==> src/rtl/core/bdcd_pkg.sv <==
// ----------------------------------------------------------------------------
// bdcd_pkg
// Shared types and constants for the button debounce / click detector.
// ----------------------------------------------------------------------------
package bdcd_pkg;

    localparam int LANES        = 4;
    localparam int BUTTON_COUNT = 4;

    localparam int DEB_W  = 8;
    localparam int HOLD_W = 16;
    localparam int EV_W   = 3;

    localparam logic [DEB_W-1:0]  DEB_MAX  = '1;
    localparam logic [HOLD_W-1:0] HOLD_MAX = '1;

    localparam logic [DEB_W-1:0]  DEBOUNCE_RST = 8'd3;
    localparam logic [HOLD_W-1:0] LONG_RST     = 16'd100;
    localparam logic [HOLD_W-1:0] RELEASE_RST  = 16'd30;
    localparam logic [LANES-1:0]  PRESS_RST    = 4'd0;

    localparam int ADDR_W = 4;

    typedef enum logic [1:0] {
        REG_DEBOUNCE = 2'd0,
        REG_LONG     = 2'd1,
        REG_RELEASE  = 2'd2,
        REG_PRESS    = 2'd3
    } t_reg_idx;

    typedef enum logic [1:0] {
        PH_IDLE     = 2'd0,
        PH_PRESSED  = 2'd1,
        PH_RELEASED = 2'd2,
        PH_LONG     = 2'd3
    } t_phase;

    typedef enum logic [EV_W-1:0] {
        EV_NONE    = 3'd0,
        EV_PRESS   = 3'd1,
        EV_RELEASE = 3'd2,
        EV_LONG    = 3'd3,
        EV_CLICK1  = 3'd4,
        EV_CLICK2  = 3'd5
    } t_event;

    typedef struct packed {
        logic [DEB_W-1:0]  debounce_limit;
        logic [HOLD_W-1:0] long_limit;
        logic [HOLD_W-1:0] release_limit;
    } t_lane_cfg;

    typedef struct packed {
        logic [LANES-1:0][EV_W-1:0] events;
        logic [LANES-1:0]           mask;
    } t_result;

endpackage

==> src/rtl/core/bdcd_lane.sv <==
// ----------------------------------------------------------------------------
// bdcd_lane
// One button: debouncer followed by the press / click / long-press machine.
// ----------------------------------------------------------------------------
module bdcd_lane (
    input  logic                         i_clk,
    input  logic                         i_rst_n,
    input  logic                         i_step,
    input  logic                         i_raw,
    input  logic                         i_press_level,
    input  logic                         i_reload,
    input  logic                         i_reload_level,
    input  bdcd_pkg::t_lane_cfg          i_cfg,
    output logic [bdcd_pkg::EV_W-1:0]    o_event,
    output logic                         o_down
);
    import bdcd_pkg::*;

    logic              r_stable, n_stable;
    logic [DEB_W-1:0]  r_glitch, n_glitch;
    logic [HOLD_W-1:0] r_hold, n_hold;
    t_phase            r_phase, n_phase;
    logic              r_second, n_second;

    logic [DEB_W-1:0]  glitch_inc;
    logic [HOLD_W-1:0] hold_inc;
    logic              down;
    t_event            ev;

    // debounce
    always_comb begin
        hold_inc   = (r_phase != PH_IDLE && r_hold != HOLD_MAX) ? r_hold + 1'b1 : r_hold;
        glitch_inc = (r_glitch != DEB_MAX) ? r_glitch + 1'b1 : r_glitch;
        n_stable   = r_stable;
        n_glitch   = '0;
        if (r_stable != i_raw) begin
            if (glitch_inc > i_cfg.debounce_limit) begin
                n_stable = i_raw;
            end else begin
                n_glitch = glitch_inc;
            end
        end
        down = (n_stable == i_press_level);
    end

    // next phase
    always_comb begin
        n_phase = r_phase;
        unique case (r_phase)
            PH_IDLE: begin
                if (down) n_phase = PH_PRESSED;
            end
            PH_PRESSED: begin
                if (!down) n_phase = PH_RELEASED;
                else if (hold_inc > i_cfg.long_limit) n_phase = PH_LONG;
            end
            PH_RELEASED: begin
                if (down) n_phase = PH_PRESSED;
                else if (hold_inc > i_cfg.release_limit) n_phase = PH_IDLE;
            end
            PH_LONG: begin
                if (!down) n_phase = PH_IDLE;
            end
            default: n_phase = PH_IDLE;
        endcase
    end

    // events and counters
    always_comb begin
        ev       = EV_NONE;
        n_hold   = hold_inc;
        n_second = r_second;
        unique case (r_phase)
            PH_IDLE: begin
                if (down) begin
                    ev     = EV_PRESS;
                    n_hold = '0;
                end
            end
            PH_PRESSED: begin
                if (!down) begin
                    ev     = EV_RELEASE;
                    n_hold = '0;
                end else if (hold_inc > i_cfg.long_limit) begin
                    ev     = EV_LONG;
                    n_hold = '0;
                end
            end
            PH_RELEASED: begin
                if (down) begin
                    ev       = EV_PRESS;
                    n_second = 1'b1;
                    n_hold   = '0;
                end else if (hold_inc > i_cfg.release_limit) begin
                    ev       = r_second ? EV_CLICK2 : EV_CLICK1;
                    n_second = 1'b0;
                end
            end
            PH_LONG: begin
                if (!down) begin
                    ev     = EV_RELEASE;
                    n_hold = '0;
                end
            end
            default: ev = EV_NONE;
        endcase
    end

    always_ff @(posedge i_clk) begin
        if (!i_rst_n) begin
            r_stable <= ~PRESS_RST[0];
            r_glitch <= '0;
            r_hold   <= '0;
            r_phase  <= PH_IDLE;
            r_second <= 1'b0;
        end else if (i_reload) begin
            r_stable <= ~i_reload_level;
        end else if (i_step) begin
            r_stable <= n_stable;
            r_glitch <= n_glitch;
            r_hold   <= n_hold;
            r_phase  <= n_phase;
            r_second <= n_second;
        end
    end

    assign o_event = ev;
    assign o_down  = down;

endmodule

==> src/rtl/core/bdcd_merge.sv <==
// ----------------------------------------------------------------------------
// bdcd_merge
// Collects the lane events and pressed bits into one result beat and holds
// it in a two-entry output buffer.
// ----------------------------------------------------------------------------
module bdcd_merge (
    input  logic                                        i_clk,
    input  logic                                        i_rst_n,
    input  logic                                        i_in_fire,
    input  logic [bdcd_pkg::LANES-1:0][bdcd_pkg::EV_W-1:0] i_events,
    input  logic [bdcd_pkg::LANES-1:0]                  i_down,
    output logic                                        o_in_ready,
    output logic                                        o_valid,
    input  logic                                        i_ready,
    output bdcd_pkg::t_result                           o_result
);
    import bdcd_pkg::*;

    t_result r_main, r_skid, beat;
    logic    r_main_valid, r_skid_valid;
    logic    out_fire;

    always_comb begin
        beat.events = i_events;
        beat.mask   = i_down;
    end

    assign out_fire = r_main_valid && i_ready;

    always_ff @(posedge i_clk) begin
        if (!i_rst_n) begin
            r_main_valid <= 1'b0;
            r_skid_valid <= 1'b0;
        end else if (out_fire || !r_main_valid) begin
            r_main_valid <= r_skid_valid || i_in_fire;
            r_skid_valid <= 1'b0;
        end else if (i_in_fire) begin
            r_skid_valid <= 1'b1;
        end
    end

    always_ff @(posedge i_clk) begin
        if (out_fire || !r_main_valid) begin
            r_main <= r_skid_valid ? r_skid : beat;
        end else if (i_in_fire) begin
            r_skid <= beat;
        end
    end

    assign o_in_ready = !r_skid_valid;
    assign o_valid    = r_main_valid;
    assign o_result   = r_main;

    a_skid_needs_main: assert property (@(posedge i_clk) disable iff (!i_rst_n)
        r_skid_valid |-> r_main_valid)
        else $error("skid entry held without main entry");

    a_stall_fills_skid: assert property (@(posedge i_clk) disable iff (!i_rst_n)
        (i_in_fire && r_main_valid && !i_ready) |=> r_skid_valid)
        else $error("beat lost while output stalled");

    a_stall_holds: assert property (@(posedge i_clk) disable iff (!i_rst_n)
        (r_main_valid && !i_ready) |=> (r_main_valid && $stable(r_main)))
        else $error("output beat changed while stalled");

endmodule

==> src/rtl/core/button_debounce_click_detector.sv <==
// ----------------------------------------------------------------------------
// button_debounce_click_detector
// Four-lane debouncer with press, release, long press and click events.
// Result beats are registered in the output buffer's main entry (skid on stall).
// Throughput: one tick per cycle while the skid entry is free; lanes update
// in the accept cycle and the two-entry output buffer absorbs output stalls.
// Reset (synchronous): limits 3/100/30, press levels 0, lanes idle,
// debounced levels released, output buffer empty.
// ----------------------------------------------------------------------------
module button_debounce_click_detector (
    input  logic                          i_clk,
    input  logic                          i_rst_n,
    input  logic                          psel,
    input  logic                          penable,
    input  logic                          pwrite,
    input  logic [bdcd_pkg::ADDR_W-1:0]   paddr,
    input  logic [31:0]                   pwdata,
    output logic [31:0]                   prdata,
    output logic                          pready,
    input  logic                          i_raw_valid,
    output logic                          o_raw_ready,
    input  logic [bdcd_pkg::LANES-1:0]    i_raw_levels,
    output logic                          o_evt_valid,
    input  logic                          i_evt_ready,
    output logic [bdcd_pkg::EV_W-1:0]     o_event_button0,
    output logic [bdcd_pkg::EV_W-1:0]     o_event_button1,
    output logic [bdcd_pkg::EV_W-1:0]     o_event_button2,
    output logic [bdcd_pkg::EV_W-1:0]     o_event_button3,
    output logic [bdcd_pkg::LANES-1:0]    o_pressed_mask
);
    import bdcd_pkg::*;

    logic [DEB_W-1:0]  r_debounce_limit;
    logic [HOLD_W-1:0] r_long_limit;
    logic [HOLD_W-1:0] r_release_limit;
    logic [LANES-1:0]  r_press_levels;

    t_reg_idx  reg_idx;
    logic      wr_en;
    logic      press_wr;
    logic      in_fire;
    t_lane_cfg lane_cfg;
    t_result   result;

    logic [LANES-1:0][EV_W-1:0] lane_events;
    logic [LANES-1:0]           lane_down;

    assign reg_idx  = t_reg_idx'(paddr[ADDR_W-1:2]);
    assign wr_en    = psel && penable && pwrite && pready;
    assign press_wr = wr_en && (reg_idx == REG_PRESS);
    assign pready   = 1'b1;

    always_ff @(posedge i_clk) begin
        if (!i_rst_n) begin
            r_debounce_limit <= DEBOUNCE_RST;
            r_long_limit     <= LONG_RST;
            r_release_limit  <= RELEASE_RST;
            r_press_levels   <= PRESS_RST;
        end else if (wr_en) begin
            unique case (reg_idx)
                REG_DEBOUNCE: r_debounce_limit <= pwdata[DEB_W-1:0];
                REG_LONG:     r_long_limit     <= pwdata[HOLD_W-1:0];
                REG_RELEASE:  r_release_limit  <= pwdata[HOLD_W-1:0];
                REG_PRESS:    r_press_levels   <= pwdata[LANES-1:0];
                default:      r_press_levels   <= r_press_levels;
            endcase
        end
    end

    always_comb begin
        prdata = '0;
        unique case (reg_idx)
            REG_DEBOUNCE: prdata[DEB_W-1:0]  = r_debounce_limit;
            REG_LONG:     prdata[HOLD_W-1:0] = r_long_limit;
            REG_RELEASE:  prdata[HOLD_W-1:0] = r_release_limit;
            REG_PRESS:    prdata[LANES-1:0]  = r_press_levels;
            default:      prdata = '0;
        endcase
    end

    always_comb begin
        lane_cfg.debounce_limit = r_debounce_limit;
        lane_cfg.long_limit     = r_long_limit;
        lane_cfg.release_limit  = r_release_limit;
    end

    assign in_fire = i_raw_valid && o_raw_ready;

    for (genvar k = 0; k < LANES; k++) begin : g_lane
        if (k < BUTTON_COUNT) begin : g_used
            bdcd_lane u_lane (
                .i_clk          (i_clk),
                .i_rst_n        (i_rst_n),
                .i_step         (in_fire),
                .i_raw          (i_raw_levels[k]),
                .i_press_level  (r_press_levels[k]),
                .i_reload       (press_wr),
                .i_reload_level (pwdata[k]),
                .i_cfg          (lane_cfg),
                .o_event        (lane_events[k]),
                .o_down         (lane_down[k])
            );
        end else begin : g_unused
            assign lane_events[k] = EV_NONE;
            assign lane_down[k]   = 1'b0;
        end
    end

    bdcd_merge u_merge (
        .i_clk      (i_clk),
        .i_rst_n    (i_rst_n),
        .i_in_fire  (in_fire),
        .i_events   (lane_events),
        .i_down     (lane_down),
        .o_in_ready (o_raw_ready),
        .o_valid    (o_evt_valid),
        .i_ready    (i_evt_ready),
        .o_result   (result)
    );

    assign o_event_button0 = result.events[0];
    assign o_event_button1 = result.events[1];
    assign o_event_button2 = result.events[2];
    assign o_event_button3 = result.events[3];
    assign o_pressed_mask  = result.mask;

endmodule
==> config.mk <==
export PLATFORM = sky130hd
export DESIGN_NAME = button_debounce_click_detector
export DESIGN_NICKNAME = d
export VERILOG_FILES = /design/src/rtl/core/bdcd_pkg.sv /design/src/rtl/core/bdcd_lane.sv /design/src/rtl/core/bdcd_merge.sv /design/src/rtl/core/button_debounce_click_detector.sv
export SDC_FILE = /design/constraint.sdc
export NUM_CORES = 1
export LEC_CHECK = 0
export BUFFER_PORTS_ARGS = -buffer_cell sky130_fd_sc_hd__buf_2
export CAP_MARGIN = 20
export CORE_MARGIN = 10
export CORE_UTILIZATION = 45
export DETAILED_ROUTE_END_ITERATION = 8
export PLACE_DENSITY_LB_ADDON = 0.05
export SKIP_LAST_GASP = 1
export SLEW_MARGIN = 0
export SYNTH_ARGS = -nofsm -noshare
export SYNTH_HDL_FRONTEND = slang
export SYNTH_SLANG_ARGS = --single-unit
export TNS_END_PERCENT = 50
==> constraint.sdc <==
create_clock -name i_clk -period 7.11 [get_ports i_clk]
set_clock_uncertainty 0.1 [all_clocks]
set_input_delay 0.711 -clock i_clk [delete_from_list [all_inputs] [get_ports i_clk]]
set_output_delay 0.711 -clock i_clk [all_outputs]
set_load 0.03 [all_outputs]
; ---- Yosys cells after proc, flatten, opt, wreduce, memory -nomap -nowiden
; Index checks and enable logic that the tools add are counted.
[op_classes]
magnitude_cmp = 12
bitwise = 7
muxes = 124
add_sub_neg = 8
eq_ne = 47
n_reduce_logical = 46
[op_table]
columns = cell, n
row1 = 2-to-1 mux 16 bit, 21
row2 = one-hot mux 16 bit (3 select lines), 4
row3 = greater-than comparator 16 bit, 8
row4 = 2-to-1 mux 8 bit, 12
row5 = "adder 16 x 1 -> 16 bit, second input constant", 4
row6 = 2-to-1 mux 2 bit, 32
row7 = "!= test 16 bit, second input constant", 4
row8 = one-hot mux 3 bit (4 select lines), 4
row9 = 2-to-1 mux 3 bit, 12
row10 = "adder 8 x 1 -> 8 bit, second input constant", 4
row11 = greater-than comparator 8 bit, 4
row12 = 2-to-1 mux 1 bit, 32
row13 = "!= test 8 bit, second input constant", 4
row14 = one-hot mux 2 bit (4 select lines), 4
row15 = AND reduction 6 bit, 4
row16 = "equality test 2 bit, second input constant", 10
row17 = nonzero test 2 bit, 9
row18 = one-hot mux 4 bit (4 select lines), 1
row19 = one-hot mux 8 bit (2 select lines), 1
row20 = AND reduction 4 bit, 4
row21 = "!= test 3 x 1 -> 1 bit, second input constant", 4
row22 = "!= test 3 bit, second input constant", 4
row23 = one-hot mux 4 bit (3 select lines), 1
row24 = AND reduction 2 bit, 6
row25 = 11 further kinds, 51
[word_totals]
ff_bits = 190
inputBits = 47
out_inout_bits = 51

; ---- Depth between registers and ports, before layout
; Gate-level depths: netlist of the first run.
[logic_depth]
ltp_word = 9
mapped_depth = 21
depth_no_buf = 18

; ---- Cells and area by module
; From an unflattened synthesis of the first run, not the netlist that was laid out.
[unflattened]
hier_cells = 1761
hier_area_um2 = 14954.3
[by_module_without_submodules]
columns = module, area_per_inst_um2, cells_each, n_inst, seq_area_each_um2
row1 = bdcd_lane (g_lane[2].g_used.u_lane), 2989.1, 374, 1, 560.5
row2 = bdcd_lane (g_lane[3].g_used.u_lane), 2852.7, 374, 1, 560.5
row3 = bdcd_lane (g_lane[0].g_used.u_lane), 2797.7, 351, 1, 560.5
row4 = bdcd_lane (g_lane[1].g_used.u_lane), 2765.2, 359, 1, 560.5
row5 = button_debounce_click_detector, 2263.4, 244, 1, 880.8
row6 = bdcd_merge, 1286.2, 59, 1, 1001.0

; ---- Worst setup path after synthesis of the first run
; No wires, ideal clock.
[synth_path]
path_kind = register to register
startpoint = register g_lane[3].g_used.u_lane.r_hold[4]
endpoint = register g_lane[3].g_used.u_lane.r_hold[9]
arrival_ns = 4.176
stages_incl_launch_ff = 22
setup_time_ns = 0.122
period_less_slack_ns = 4.398
slack_ns = 2.712
cell_sequence = dfxtp_1 and3_1 and3_1 and2_1 a31oi_4 and3_1 buf_4 and4_1 buf_2 nand3_1 xnor2_1 ha_1 nand4_1 or4_4 a21oi_2 nor3_1 nor4_4 nand2b_1 mux2i_2 and2_1 buf_6 a221o_1
[synth_between]
elab_chain_cells = 7
elab_cells_between_ends = 10
classes_between = add/sub (1) / order compare (1) / eq/ne (1) / mux (6) / reduce/logical (1)
[synth_rtl]
columns = element, line
row1 = start: declaration, bdcd_lane.sv:21  ; logic [HOLD_W-1:0] r_hold, n_hold;
row2 = start signal: assignment, bdcd_lane.sv:121  ; r_hold <= n_hold;
row3 = branches (longest 2 deep; another with adder 16 x 1 -> 16 bit), --
row4 = 2-to-1 mux 16 bit (*), bdcd_lane.sv:32  ; hold_inc = (r_phase != PH_IDLE && r_hold != HOLD_MAX) ? r_hold + 1'b1 : r_hold;
row5 = greater-than comparator 16 bit, bdcd_lane.sv:84  ; end else if (hold_inc > i_cfg.long_limit) begin
row6 = 2-to-1 mux 16 bit, bdcd_lane.sv:84
row7 = 2-to-1 mux 16 bit, bdcd_lane.sv:81  ; if (!down) begin
row8 = one-hot mux 16 bit (3 select lines) (*), bdcd_lane.sv:73  ; unique case (r_phase)
; Mark *: on every way between the ends.
; A chain may end at the register's enable or synchronous reset.

; ---- Worst setup path in the final report of the first run
[layout_path]
startpoint = register g_lane[3].g_used.u_lane.r_hold[4]
endpoint = register g_lane[3].g_used.u_lane.r_hold[15]
; The elaborated chain is that of the path after synthesis.

==> run metrics, run 1 <==
Setup CP Type=reg -> reg; reg2reg start=g_lane[3].g_used.u_lane.r_hold[4]; Mean Syn Cell Area=about 8.3 um2; CP Cell Sequence=and3_1, and3_1, and2_1, a31oi_4, and3_1, and4_1, nand3_1, xnor2_1, ha_1, nand4_1, nor2_1, a221o_1, nor3_1, nor4_4, nand2b_1, mux2i_2, buf_4, and2_1, a221o_1; Hold Path End=r_debounce_limit[2]; share of cells above drive strength 1=about 9%; R2R depth=19; worst skew pair latency=between 400 and 500 ps; pre-CTS setup slack=about 1700 ps; max-cap check violation count=0; Hold Path Depth=2; Seq/Total Area, Yosys=about 31%; Clock Path Buffers=2; Worst Hold Class=reg -> reg; synth top area cells=dfxtp_1, ha_1, edfxtp_1; Syn Std Cell Area=13400 um2; RR Endpoint=g_lane[3].g_used.u_lane.r_hold[15]; post-synth top area cell=dfxtp_1; commonest non-fill, non-tap cells in the layout=nand2_1, ha_1, dfxtp_1; Synth-to-Final Area Change=8.42%; Post-synth EDFFs=32; I/O Buffers=slightly above 60; Worst VDD drop=0.000171 V; FF-to-FF setup slack=~1600 ps; number of core rows=63; TritonRoute pass-1 iters=5; Hold Violations, Final=0; Global Route Usage Sum=between 20% and 30%; layout net count=around 1900; unrepaired setup endpoints after global routing=false; most frequent CP cell=and3_1; wire length per cell=approximately 19 um; Final Wtd Congestion=approximately 0.9; GRT overflow=0; number of synthesis warnings=0; postcts setup bufs=0; most common cell after layout, fill and taps aside=nand2_1; synthesized flop and latch total=between 150 and 200; max_slew headroom=around a third; Tmin final=around 5500 ps; # hold bufs at CTS=0; final setup violation count=0; antenna diode count=0; cells after synthesis=roughly 1600; Core Area=between 20000 and 30000 um2; Tightest Pin Transition=just over 1000 ps; Slowest-stage cell, CP=nor3_1; die height=approximately 190 um; Num CTS Buffers=17; Post-DP HPWL=29100 um; number of global-route vias before repair=between 10000 and 15000; # IOs=98; initial antenna violation count=0; Synth Flop Type=dfxtp_1; antenna viol nets, final=0; power per cell area=approximately 170 nW/um2; Initial Util=a little under half; CTS tree=done; clock root buffer=clkbuf_16; Critical Path Max Stage Delay=a little over 500 ps; worst endpoint data arrival time=5770 ps; fin crit share=slightly below 80%; CTS resizes=0; Leak=between 5 and 6 nW; Yosys top cell area share=23.5%; DR vias/cell=approximately 5.8; drt drc=0; setup slack after layout=1650 ps; CP required=7420 ps; Final Max Tran Viols=0; CP Capture Type=flip-flop; routed wire length=between 30000 and 40000 um; Post-synth ARST share=0%; setup TNS=0 ps; Sink Count=190; critical path fanouts, max=10; global-route wire length before repair=around 62000 um; clk slew on worst S/H paths=about 70 ps; Synth cell types=76; layout filler cell count=about 2900; DRT iter0 DRCs=between 900 and 1000; Horiz. Die Dim=193 um; via count=between 10000 and 15000; Worst Setup Start Kind=flip-flop; fmax=between 150 and 200 MHz; status=finished, final reports clean; hold path start=r_debounce_limit[2]; Final Util=roughly half; pin count of the biggest net entering global routing=84; H-Tree Depth=4; Total Die Area=~37000 um2
## power breakdown
part	total (W)	internal, W	switching (W)
combinational	0.000394	0.000122	0.000272
sequential	0.00115	0.00113	0.0000245
clock	0.00100	0.000526	0.000476
## worst max path at each step
stage                                            from                                  to  slack (ps)  cells past startpoint
finish              g_lane[3].g_used.u_lane.r_hold[4]  g_lane[3].g_used.u_lane.r_hold[15]        1650                     19
global route        g_lane[3].g_used.u_lane.r_hold[4]  g_lane[3].g_used.u_lane.r_hold[14]        1300                     19
CTS                 g_lane[3].g_used.u_lane.r_hold[4]   g_lane[3].g_used.u_lane.r_hold[4]        1640                     19
detailed placement  g_lane[3].g_used.u_lane.r_hold[4]   g_lane[3].g_used.u_lane.r_hold[4]        1670                     19
global placement    g_lane[3].g_used.u_lane.r_hold[4]   g_lane[3].g_used.u_lane.r_hold[9]        1730                     19
floorplan           g_lane[3].g_used.u_lane.r_hold[4]   g_lane[3].g_used.u_lane.r_hold[9]        2710                     21
## worst max-delay path, delay by kind of cell (launching register included)
family	cells	cell delay, ps
simple gates	12	2790
xor+xnor	1	320
compound gates	3	740
buf+inv	1	280
flops	1	370
fa+ha+maj	1	310
mux	1	500
## logic make-up (layout without fill, tap and decap cells)
kind of cell	count (synthesis)	after routing	share of synthesized area, %
and+or+nand+nor	598	598	21.4
AOI/OAI and AO/OA	384	384	19.0
DFF	190	190	30.7
adders and majority gates	174	174	16.2
buffers and inverters	151	170	4.88
xor gates and xnor gates	82	82	5.34
muxes	30	30	2.47
other	2	17	0.0559
## Yosys cell counts, drive strengths merged (9+ instances only)
| master | number |
|---|---|
| a211oi | 12 |
| a21o | 15 |
| a21oi | 146 |
| a221o | 14 |
| a22o | 13 |
| a22oi | 38 |
| a31oi | 16 |
| and2 | 15 |
| and3 | 18 |
| buf | 34 |
| clkbuf | 53 |
| dfxtp | 158 |
| edfxtp | 32 |
| ha | 174 |
| inv | 62 |
| mux2 | 22 |
| nand2 | 209 |
| nand2b | 9 |
| nand3 | 82 |
| nand4 | 48 |
| nor2 | 114 |
| nor2b | 30 |
| nor3 | 30 |
| o211ai | 25 |
| o21ai | 44 |
| o31ai | 14 |
| xnor2 | 54 |
| xor2 | 28 |
## per-layer routing
layer	wire (um)	global-route usage [%]
met1	18800	29.3
met2	17900	33.3
met3	2080	3.83
met4	792	6.62
met5	0	0
## flip-flops by register name, indices dropped and copies added, names as in the netlist, 8 cells and up
signal,flops
g_lane.g_used.u_lane.r_hold,64
g_lane.g_used.u_lane.r_glitch,32
r_long_limit,16
r_release_limit,16
u_merge.o_result,16
u_merge.r_skid,16
g_lane.g_used.u_lane.r_phase,8
r_debounce_limit,8
## final cells by class
cell class                 count  area (um2)  share of cell area (%)
tap                          390         488                    3.35
inverter                      64         241                    1.66
multi-input combinational   1285        8730                    59.9
clock inverter                14         158                    1.08
sequential                   190        4120                    28.3
clock buffer                  18         429                    2.95
timing repair buffer          74         400                    2.75
## metrics by stage
stage / instances / area (um2) / hold WS (ps) / power [W]
finish: 2035 / 14600 / 363 / 0.00255
global route: 2035 / 14600 / 385 / 0.00265
CTS: 2034 / 14600 / 360 / 0.00257
detailed placement: 2002 / 14000 / 350 / 0.00157
global placement: 2002 / 14000 / 342 / 0.00156
floorplan: 1626 / 13500 / 336 / 0.00145
No activity file was read; power rests on OpenSTA's default activity.
==> run 2: changes to the inputs <==
- clock period: 7.11 -> 4.5 ns (I/O delays scaled with it)
==> run 2 against run 1 <==
Hold slack lost 240 ps. Sequential power up 57%. Worst setup slack worse by 1500 ps. Register-to-register slack got worse by 1500 ps. Final area increased by 6.5%. Via count grew 2.7%. Highest routed layer unchanged.
==> run metrics, run 2 (same netlist as run 1, synthesis figures left out) <==
H-Tree Depth=4; pin count of the biggest net entering global routing=70; # IOs=98; antenna diode count=0; DRT iter0 DRCs=between 800 and 900; Hold Violations, Final=0; Post-DP HPWL=around 30000 um; Tmin final=~4300 ps; global-route wire length before repair=between 60000 and 70000 um; Final Max Tran Viols=0; Clock Path Buffers=2; Initial Util=between 40% and 50%; CTS tree=done; initial antenna violation count=0; overall power=between 0.004 and 0.005 W; dpl cells=2093; GRT overflow=0; pre-CTS setup slack=-28.7 ps; routed wire length=40900 um; fmax=~230 MHz; biggest regs=g_lane.g_used.u_lane.r_hold x64, g_lane.g_used.u_lane.r_glitch x32; via count=12200; max_slew headroom=a little over two fifths; wire length per cell=19.2 um; Worst VDD drop=around 0.00027 V; Horiz. Die Dim=~190 um; Worst Hold Class=in -> reg; WP buf/inv=2; register with the most flip-flops=g_lane.g_used.u_lane.r_hold; commonest non-fill, non-tap cells in the layout=nand2_1, ha_1, dfxtp_1; Setup CP Type=reg -> reg; final non-filler cell total=2127; worst skew pair latency=between 400 and 500 ps; status=finished, final reports clean; DR vias/cell=~5.7; number of core rows=63; layout net count=around 1900; Total Die Area=between 30000 and 40000 um2; clk slew on worst S/H paths=roughly 80 ps; Leak=between 6 and 7 nW; critical path's top delay family=simple AND/OR/NAND/NOR gates; clock root buffer=clkbuf_16; final setup violation count=0; fin crit share=a little over nine tenths; antenna viol nets, final=0; unrepaired setup endpoints after global routing=true; Global Route Usage Sum=between 20% and 30%; number of global-route vias before repair=approximately 12000; Worst Setup Start Kind=flip-flop; I/O Buffers=slightly above 60; Sink Count=190; Slowest-stage cell, CP=or4_4; drt drc=0; Tightest Pin Transition=between 800 and 900 ps; TritonRoute pass-1 iters=6; Synth-to-Final Area Change=15.5%; share of cells above drive strength 1=between 15 and 20%; power per cell area=262 nW/um2; Core Area=29600 um2; # hold bufs at CTS=0; setup slack after layout=~180 ps; die height=193 um; critical path fanouts, max=4; most common cell after layout, fill and taps aside=nand2_1; CP Capture Type=flip-flop; setup TNS=0 ps; Num CTS Buffers=17; Critical Path Max Stage Delay=about 540 ps; CP required=approximately 4800 ps; CP Cell Sequence=and3_1, and3_1, and2_4, a31oi_4, and3_4, and4_4, nand3_2, xnor2_2, ha_1, nand4_1, or4_4, a21oi_2, nor3_1, buf_4, nor4_4, nand2b_4, mux2i_2, and2_4, buf_4, a221o_1; Largest register FFs=64; worst endpoint data arrival time=~4600 ps; max-cap check violation count=0; Final Wtd Congestion=~0.91
==> run 2: worst paths after layout <==
path | startpoint | endpoint | slack [ps] | depth (start not counted)
setup / recovery | g_lane[3].g_used.u_lane.r_hold[6] | g_lane[3].g_used.u_lane.r_hold[4] | 180 | 20
hold reg to reg | r_debounce_limit[3] | r_debounce_limit[3] | 360 | 2
setup reg to reg | g_lane[3].g_used.u_lane.r_hold[6] | g_lane[3].g_used.u_lane.r_hold[4] | 180 | 20
hold / removal | pwdata[12] | r_long_limit[12] | 130 | 3
==> run 2: cell type report <==
type,count,area (um2)
clock inverter,13,125
tap,390,488
sequential,190,4120
multi-input combinational,1285,8970
inverter,64,241
clock buffer,19,453
timing repair buffer,166,1120
fill,2868,14000
==> run 2: through the flow <==
stage	instance area, um2	hold WS [ps]	utilization [%]
2_1_floorplan	13500	336	-
3_3_place_gp	14700	347	49.7
3_5_place_dp	14700	349	49.7
4_1_cts	15300	112	51.7
5_1_grt	15500	125	52.5
6_report	15500	126	52.5
==> run 2: per-layer routing <==
layer	track usage, %	up-vias	wire, um
met5	0	-	0
li1	-	6069	-
met3	3.54	53	2010
met4	7.84	0	1030
met1	30.4	5779	19700
met2	34.5	268	18200
==> run 2: timing repair <==
action	4_1_cts	5_1_grt
gates resized for setup	4	41
pin swaps	0	7
hold endpoints to repair	0	0
setup endpoints to repair	4	62
buffers inserted	0	2
==> run 2: worst reg2reg max path, delay by kind of cell (launching register included) <==
kind / cells / cell delay [ps]
simple gates: 12 / 2350
compound gates: 3 / 570
flops: 1 / 310
fa+ha+maj: 1 / 310
buf+inv: 2 / 300
xor+xnor: 1 / 170
mux: 1 / 90
==> run 2: report_power, final <==
group	leakage, nW	total (W)	switching, W	internal (W)
Combinational	4.65	0.000705	0.000457	0.000248
Clock	0.287	0.00155	0.000788	0.000764
Sequential	1.61	0.00181	0.0000297	0.00178
